### src/sv/bdlp_pkg.sv
// ----------------------------------------------------------------------------
// bdlp_pkg
// Types, codes and reset constants shared by the button debouncer modules.
// ----------------------------------------------------------------------------
package bdlp_pkg;

  localparam int NumButtons = 8;
  localparam int IdxW       = 3;
  localparam int SlotsMax   = 2 ** IdxW;
  localparam int HistW      = 16;
  localparam int TimeW      = 64;
  localparam int LongW      = 32;
  localparam int PolW       = 8;
  localparam int CfgIdxW    = 3;
  localparam int CfgDataW   = 32;

  localparam logic [HistW-1:0] HistOnes  = ~(HistW'(0));
  localparam logic [HistW-1:0] HistZeros = HistW'(0);

  localparam logic [HistW-1:0] ActivityMaskReset = 16'd61503;
  localparam logic [HistW-1:0] RisePatternReset  = 16'd63;
  localparam logic [HistW-1:0] FallPatternReset  = 16'd61440;
  localparam logic [LongW-1:0] LongPressReset    = 32'd1000000;
  localparam logic [PolW-1:0]  ActiveLowReset    = 8'd255;

  typedef enum logic [1:0] {
    ST_UP   = 2'd0,
    ST_DOWN = 2'd1,
    ST_LONG = 2'd2
  } button_state_e;

  typedef enum logic {
    OP_SAMPLE = 1'b0,
    OP_INIT   = 1'b1
  } opcode_e;

  typedef enum logic [CfgIdxW-1:0] {
    CFG_ACTIVITY_MASK = 3'd0,
    CFG_RISE_PATTERN  = 3'd1,
    CFG_FALL_PATTERN  = 3'd2,
    CFG_LONG_PRESS_US = 3'd3,
    CFG_ACTIVE_LOW    = 3'd4
  } cfg_idx_e;

  typedef struct packed {
    logic            opcode;
    logic [IdxW-1:0] button_index;
    logic            pin_level;
    logic [TimeW-1:0] now_us;
  } in_item_t;

  typedef struct packed {
    logic [IdxW-1:0] event_button;
    logic [1:0]      from_state;
    logic [1:0]      to_state;
  } out_item_t;

  typedef struct packed {
    logic [HistW-1:0] activity_mask;
    logic [HistW-1:0] rise_pattern;
    logic [HistW-1:0] fall_pattern;
    logic [LongW-1:0] long_press_us;
    logic [PolW-1:0]  active_low_mask;
  } cfg_t;

  typedef struct packed {
    logic [HistW-1:0] history;
    button_state_e    state;
    logic [TimeW-1:0] press_time;
  } slot_t;

endpackage

### src/sv/bdlp_cfg_regs.sv
// ----------------------------------------------------------------------------
// bdlp_cfg_regs
// Configuration register bank, written through an indexed valid/ready port.
// ----------------------------------------------------------------------------
module bdlp_cfg_regs (
  input  logic                           clk_i,
  input  logic                           rst_ni,
  input  logic                           cfg_valid_i,
  output logic                           cfg_ready_o,
  input  logic [bdlp_pkg::CfgIdxW-1:0]   cfg_index_i,
  input  logic [bdlp_pkg::CfgDataW-1:0]  cfg_data_i,
  output bdlp_pkg::cfg_t                 cfg_o
);
  import bdlp_pkg::*;

  cfg_t cfg_q;

  assign cfg_ready_o = 1'b1;
  assign cfg_o       = cfg_q;

  always_ff @(posedge clk_i or negedge rst_ni) begin
    if (!rst_ni) begin
      cfg_q.activity_mask   <= ActivityMaskReset;
      cfg_q.rise_pattern    <= RisePatternReset;
      cfg_q.fall_pattern    <= FallPatternReset;
      cfg_q.long_press_us   <= LongPressReset;
      cfg_q.active_low_mask <= ActiveLowReset;
    end else if (cfg_valid_i) begin
      unique case (cfg_index_i)
        CFG_ACTIVITY_MASK: cfg_q.activity_mask   <= cfg_data_i[HistW-1:0];
        CFG_RISE_PATTERN:  cfg_q.rise_pattern    <= cfg_data_i[HistW-1:0];
        CFG_FALL_PATTERN:  cfg_q.fall_pattern    <= cfg_data_i[HistW-1:0];
        CFG_LONG_PRESS_US: cfg_q.long_press_us   <= cfg_data_i[LongW-1:0];
        CFG_ACTIVE_LOW:    cfg_q.active_low_mask <= cfg_data_i[PolW-1:0];
        default: ;
      endcase
    end
  end

endmodule

### src/sv/bdlp_slot_file.sv
// ----------------------------------------------------------------------------
// bdlp_slot_file
// Per-button history, debounced state and press timestamp, one read port
// and one write port.
// ----------------------------------------------------------------------------
module bdlp_slot_file #(
  parameter int NumSlots = bdlp_pkg::NumButtons
) (
  input  logic                        clk_i,
  input  logic                        rst_ni,
  input  logic [bdlp_pkg::IdxW-1:0]   rd_idx_i,
  output logic                        rd_in_range_o,
  output bdlp_pkg::slot_t             rd_slot_o,
  input  logic                        wr_en_i,
  input  logic [bdlp_pkg::IdxW-1:0]   wr_idx_i,
  input  bdlp_pkg::slot_t             wr_slot_i
);
  import bdlp_pkg::*;

  slot_t slot_q [NumSlots];

  for (genvar i = 0; i < NumSlots; i++) begin : g_slot
    always_ff @(posedge clk_i or negedge rst_ni) begin
      if (!rst_ni) begin
        slot_q[i].history    <= ActiveLowReset[i] ? HistOnes : HistZeros;
        slot_q[i].state      <= ST_UP;
        slot_q[i].press_time <= '0;
      end else if (wr_en_i && (wr_idx_i == IdxW'(i))) begin
        slot_q[i] <= wr_slot_i;
      end
    end
  end

  assign rd_in_range_o = ({1'b0, rd_idx_i} < (IdxW + 1)'(NumSlots));

  always_comb begin
    rd_slot_o = '0;
    for (int i = 0; i < NumSlots; i++) begin
      if (rd_idx_i == IdxW'(i)) begin
        rd_slot_o = slot_q[i];
      end
    end
  end

endmodule

### src/sv/bdlp_update.sv
// ----------------------------------------------------------------------------
// bdlp_update
// Next-state logic for one item: history shift, pattern match, long-press
// timeout, init seeding and event generation.
// ----------------------------------------------------------------------------
module bdlp_update (
  input  bdlp_pkg::cfg_t      cfg_i,
  input  bdlp_pkg::in_item_t  item_i,
  input  logic                in_range_i,
  input  bdlp_pkg::slot_t     cur_i,
  output bdlp_pkg::slot_t     nxt_o,
  output logic                emit_o,
  output bdlp_pkg::out_item_t result_o
);
  import bdlp_pkg::*;

  logic             low;
  logic [HistW-1:0] shifted;
  logic [HistW-1:0] masked;
  logic             rise_m;
  logic             fall_m;
  logic             down_m;
  logic             up_m;
  logic [TimeW-1:0] held;
  logic             timed_out;
  logic [HistW-1:0] seed;

  assign low       = cfg_i.active_low_mask[item_i.button_index];
  assign seed      = low ? HistOnes : HistZeros;
  assign shifted   = {cur_i.history[HistW-2:0], item_i.pin_level};
  assign masked    = shifted & cfg_i.activity_mask;
  assign rise_m    = (masked == cfg_i.rise_pattern);
  assign fall_m    = (masked == cfg_i.fall_pattern);
  assign down_m    = low ? fall_m : rise_m;
  assign up_m      = low ? rise_m : fall_m;
  assign held      = item_i.now_us - cur_i.press_time;
  assign timed_out = (held > {{(TimeW-LongW){1'b0}}, cfg_i.long_press_us});

  always_comb begin
    nxt_o         = cur_i;
    nxt_o.history = shifted;
    if (item_i.opcode == OP_INIT) begin
      nxt_o.history    = seed;
      nxt_o.press_time = '0;
      nxt_o.state      = (item_i.pin_level ^ low) ? ST_DOWN : ST_UP;
    end else begin
      case (cur_i.state)
        ST_UP: begin
          if (down_m) begin
            nxt_o.history    = ~seed;
            nxt_o.press_time = item_i.now_us;
            nxt_o.state      = ST_DOWN;
          end
        end
        ST_DOWN: begin
          if (up_m) begin
            nxt_o.history = seed;
            nxt_o.state   = ST_UP;
          end else if (timed_out) begin
            nxt_o.state = ST_LONG;
          end
        end
        default: begin
          if (up_m) begin
            nxt_o.history = seed;
            nxt_o.state   = ST_UP;
          end
        end
      endcase
    end
  end

  assign emit_o = in_range_i && (item_i.opcode == OP_SAMPLE) && (nxt_o.state != cur_i.state);

  assign result_o.event_button = item_i.button_index;
  assign result_o.from_state   = cur_i.state;
  assign result_o.to_state     = nxt_o.state;

endmodule

### src/sv/button_debounce_long_press.sv
// ----------------------------------------------------------------------------
// button_debounce_long_press
// Shift-register button debouncer with long-press detection, top level.
// ----------------------------------------------------------------------------
// Usage: each input transaction on in_item_i (valid/stall) names a button,
// its raw pin level and the current microsecond time. A sample item shifts
// the level into that button's history; a debounced press, release or
// long-press timeout emits one event transaction on out_item_o (previous and
// new state). Init items seed a button from its level and emit nothing; items
// for buttons at or beyond ButtonCount are dropped.
// Pipeline: an accepted item enters the update stage register, its event the
// output register. Throughput: one item per cycle unless out_stall_i holds;
// the per-button state is read and written in the single update stage, so
// items for the same button may follow each other without gaps.
// Configuration: cfg_valid_i/cfg_ready_o with a register index; ready is
// always high. Write only while the block is idle.
// Reset: all buttons up, press time zero, history all ones for active-low
// buttons, registers take their defaults.
// Stall: while out_stall_i holds a pending event, the update stage holds and
// in_stall_o rises once the stage is occupied.
// ----------------------------------------------------------------------------
module button_debounce_long_press #(
  parameter int ButtonCount = bdlp_pkg::NumButtons
) (
  input  logic                           clk_i,
  input  logic                           rst_ni,
  input  logic                           in_valid_i,
  output logic                           in_stall_o,
  input  bdlp_pkg::in_item_t             in_item_i,
  output logic                           out_valid_o,
  input  logic                           out_stall_i,
  output bdlp_pkg::out_item_t            out_item_o,
  input  logic                           cfg_valid_i,
  output logic                           cfg_ready_o,
  input  logic [bdlp_pkg::CfgIdxW-1:0]   cfg_index_i,
  input  logic [bdlp_pkg::CfgDataW-1:0]  cfg_data_i
);
  import bdlp_pkg::*;

  localparam int NumSlots = (ButtonCount < SlotsMax) ? ButtonCount : SlotsMax;

  cfg_t      cfg;
  logic      s1_valid_q;
  in_item_t  s1_item_q;
  logic      out_valid_q;
  out_item_t out_item_q;
  logic      advance;
  logic      fire;
  logic      in_range;
  slot_t     cur_slot;
  slot_t     nxt_slot;
  logic      emit;
  out_item_t result;

  assign advance    = !out_valid_q || !out_stall_i;
  assign in_stall_o = s1_valid_q && !advance;
  assign fire       = s1_valid_q && advance;

  bdlp_cfg_regs u_cfg (
    .clk_i       (clk_i),
    .rst_ni      (rst_ni),
    .cfg_valid_i (cfg_valid_i),
    .cfg_ready_o (cfg_ready_o),
    .cfg_index_i (cfg_index_i),
    .cfg_data_i  (cfg_data_i),
    .cfg_o       (cfg)
  );

  bdlp_slot_file #(
    .NumSlots (NumSlots)
  ) u_slots (
    .clk_i         (clk_i),
    .rst_ni        (rst_ni),
    .rd_idx_i      (s1_item_q.button_index),
    .rd_in_range_o (in_range),
    .rd_slot_o     (cur_slot),
    .wr_en_i       (fire && in_range),
    .wr_idx_i      (s1_item_q.button_index),
    .wr_slot_i     (nxt_slot)
  );

  bdlp_update u_update (
    .cfg_i      (cfg),
    .item_i     (s1_item_q),
    .in_range_i (in_range),
    .cur_i      (cur_slot),
    .nxt_o      (nxt_slot),
    .emit_o     (emit),
    .result_o   (result)
  );

  always_ff @(posedge clk_i or negedge rst_ni) begin
    if (!rst_ni) begin
      s1_valid_q  <= 1'b0;
      out_valid_q <= 1'b0;
    end else begin
      if (!in_stall_o) begin
        s1_valid_q <= in_valid_i;
      end
      if (advance) begin
        out_valid_q <= fire && emit;
      end
    end
  end

  always_ff @(posedge clk_i) begin
    if (in_valid_i && !in_stall_o) begin
      s1_item_q <= in_item_i;
    end
    if (fire) begin
      out_item_q <= result;
    end
  end

  assign out_valid_o = out_valid_q;
  assign out_item_o  = out_item_q;

endmodule
### config.mk
export PLATFORM = sky130hd
export DESIGN_NAME = button_debounce_long_press
export DESIGN_NICKNAME = d
export VERILOG_FILES = /design/src/sv/bdlp_pkg.sv /design/src/sv/bdlp_cfg_regs.sv /design/src/sv/bdlp_slot_file.sv /design/src/sv/bdlp_update.sv /design/src/sv/button_debounce_long_press.sv
export SDC_FILE = /design/constraint.sdc
export NUM_CORES = 2
export LEC_CHECK = 0
export BUFFER_PORTS_ARGS = -buffer_cell sky130_fd_sc_hd__buf_2
export CORE_ASPECT_RATIO = 1.1
export CORE_MARGIN = 10
export CORE_UTILIZATION = 63
export DETAILED_ROUTE_END_ITERATION = 10
export PLACE_DENSITY = 0.8
export SLEW_MARGIN = 20
export SYNTH_ARGS = -nofsm -noshare
export SYNTH_HDL_FRONTEND = slang
export SYNTH_HIERARCHICAL = 1
export SYNTH_SLANG_ARGS = --single-unit
### constraint.sdc
create_clock -name clk_i -period 7.45 [get_ports clk_i]
set_clock_uncertainty 0.1 [all_clocks]
set_input_delay 0.3725 -clock clk_i [delete_from_list [all_inputs] [get_ports clk_i]]
set_output_delay 0.3725 -clock clk_i [all_outputs]
set_load 0.01 [all_outputs]
==> results.md <==
Route
• 3152 — 1st-iter DRT viols
• 0 — remaining number of nets flagged by the antenna check after routing
• 25.1 um — Routed wire per std cell
• 120 mm — DRT Wirelength
• 0 — DRC Markers
• 6.64 — routed vias/inst
• 31700 — via count
• 6 — first-pass iteration count of the detailed router

Critical path
• 7.87 ns — CP required
• 0.41 ns — peak per-stage delay on the critical path
• s1_item_q[66] — origin of the worst setup path
• 0.37 ns — worst reg2reg setup slack
• register to register — crit path kind
• register — Setup crit start kind
• s1_item_q[66] — worst reg2reg path startpoint
• ha_1 — slowest cell on the critical path
• 7.50 ns — Arr. time, crit path
• u_slots/slot_q[65] — endpoint of the most critical setup path
• register — Worst Setup End Kind
• u_slots/slot_q[65] — capture point of the worst reg-to-reg path
• 62 — CP Max Fanout
• 29 — worst reg2reg path depth

Synth
• 3840 — Synthesized Nets
• 44500 um2 — summed instance area of the synthesized netlist
• 12.2 um2 — Mean Syn Cell Area
• 6 — count of warnings emitted by yosys
• 3635 — Gate Count Post-Synth

Pwr
• 22.1 nW — total leakage power
• 0.000231 V — worst IR drop on VDD
• 256 nW/um2 — cell area power density
• 0.0127 W — power after layout

Min path
• primary input to register — type of the most critical hold path

Global route
• 0.289 — GRT Total Usage
• 32900 — vias in the first global route
• 0 — overflow left after global routing
• 0 — number of antenna violations at the first check in global routing
• 188 mm — global-route wire length before repair
• 174 — pin count of the biggest net entering global routing

Floorplanning
• 273 um — floorplan die width
• 299 um — y dimension of the die
• 102 — site row count
• 119 — top-level port count
• 81600 um2 — overall die area
• 0.634 — initial core utilization
• 70200 um2 — Floorplan Core Area

Timing
• false — unrepaired setup endpoints after global routing
• 141 MHz — top achievable clock speed
• 0 — final-report max-slew violation count
• 0 — Final Setup Violations
• 1.07 ns — worst slew pin tran
• 0.0381 ns — worst hold slack after final layout
• 7.08 ns — final critical-path required period
• 0 ns — Total Negative Setup Slacks
• 0.288 — relative max-transition margin
• 0.368 ns — final worst slack
• 0.951 — share of the clock period used by the worst path
• 0 — final hold violations

Layout
• 11.5% — P&R area growth vs syn
• 49600 um2 — Finished Cell Area
• 3969 — Post-layout nets
• 0.371 — share of final-layout standard cells stronger than drive strength 1
• 21800 um2 — area taken by multi-input logic gates
• 20900 um2 — FF/Latch Area
• mux2_2 — most common library cell in the layout ignoring fill and taps
• 4750 — count of fill cells added during filler insertion
• 0 — count of inserted antenna diode cells
• 738 x mux2_2, 583 x dfrtp_1, 300 x a21oi_1 — top library cells by usage in the layout, fill and taps aside

Place
• 0.995 — final weighted congestion in routability-driven placement
• 45600 um2 — placed instance area
• 73.7 mm — final HPWL from detailed placement
• 117 — Port-buffer cells
• 0.611 ns — worst slack after detailed placement

Clock tree
• 3 — clock buffer depth
• 84 — number of buffers created by CTS
• 0 — Post-CTS Repair Setup Buffers
• done — CTS tree
• clkbuf_16 — library cell used as clock root buffer
• 0.65 ns — clock latency of the later-clocked register in the worst-skew pair
• 0.06 ns — CTS clk-pin slew, worst paths
• 814 — TritonCTS sink count
• 3 — number of levels in the clock H-tree

Run
• 0 — Max Cap Violations

Status
• finished, final reports clean — outcome

## power breakdown
group	leakage, nW	internal (W)	switching [W]
clock	1.42	0.00257	0.00179
sequential	10.3	0.00535	0.000446
combinational	10.4	0.00119	0.00133
total	22.1	0.00911	0.00357
## what timing repair did
action                                 CTS  global route
hold buffers                           104             0
gates resized for setup                  0             0
endpoints found under the hold margin  221             0
## sequential cells by signal (all words and copies together), names as in the netlist
name / count
out_valid_o: 1
out_item_o: 7
u_slots/slot_q: 648
s1_item_q: 69
u_cfg/cfg_o: 88
s1_valid_q: 1
## worst min path at each step
stage	cells after the start	end	slack (ns)	startpoint
6_report	2	u_cfg/cfg_o[43]	0.04	cfg_data_i[3]
4_1_cts	2	u_cfg/cfg_o[43]	0.001	cfg_data_i[3]
3_5_place_dp	1	u_slots/slot_q[7]	0.30	rst_ni
5_1_grt	2	u_cfg/cfg_o[43]	0.02	cfg_data_i[3]
3_3_place_gp	1	u_slots/slot_q[581]	0.30	rst_ni
2_1_floorplan	0	out_valid_o	-0.02	rst_ni
## worst max-delay path, delay by kind of cell, from the launching register on
family	cells	cell delay, ns
AO/OA/AOI/OAI	11	2.29
XOR/XNOR	1	0.15
adder cells (fa/ha/maj)	2	0.71
buffers and inverters	3	0.52
flip-flops	1	0.40
multiplexers	1	0.31
AND/OR/NAND/NOR	11	2.43
## routing by layer
layer  part of all wire  track usage  vias up  wire (um)
met2               0.48        0.469     1389      57700
li1                   -            -    13800          -
met1               0.41        0.387    16200      49500
met3              0.074       0.0518      279       8920
met5                  0            0        -          0
met4              0.031        0.103        0       3730
## cell type report
class	instances	area share
repair buffers	288	0.0466
inverters	120	0.00913
flip-flops and latches	814	0.422
multi-input cells	2456	0.440
clock buffers	115	0.0489
well taps	936	0.0236
clock inverters	42	0.00911
## metrics by stage
stage	cells	utilization
floorplan	3635	-
global placement	4509	0.650
detailed placement	4509	0.650
CTS	4770	0.706
global route	4771	0.706
finish	4771	0.706
Note: power is estimated with default switching activity, not from simulation.
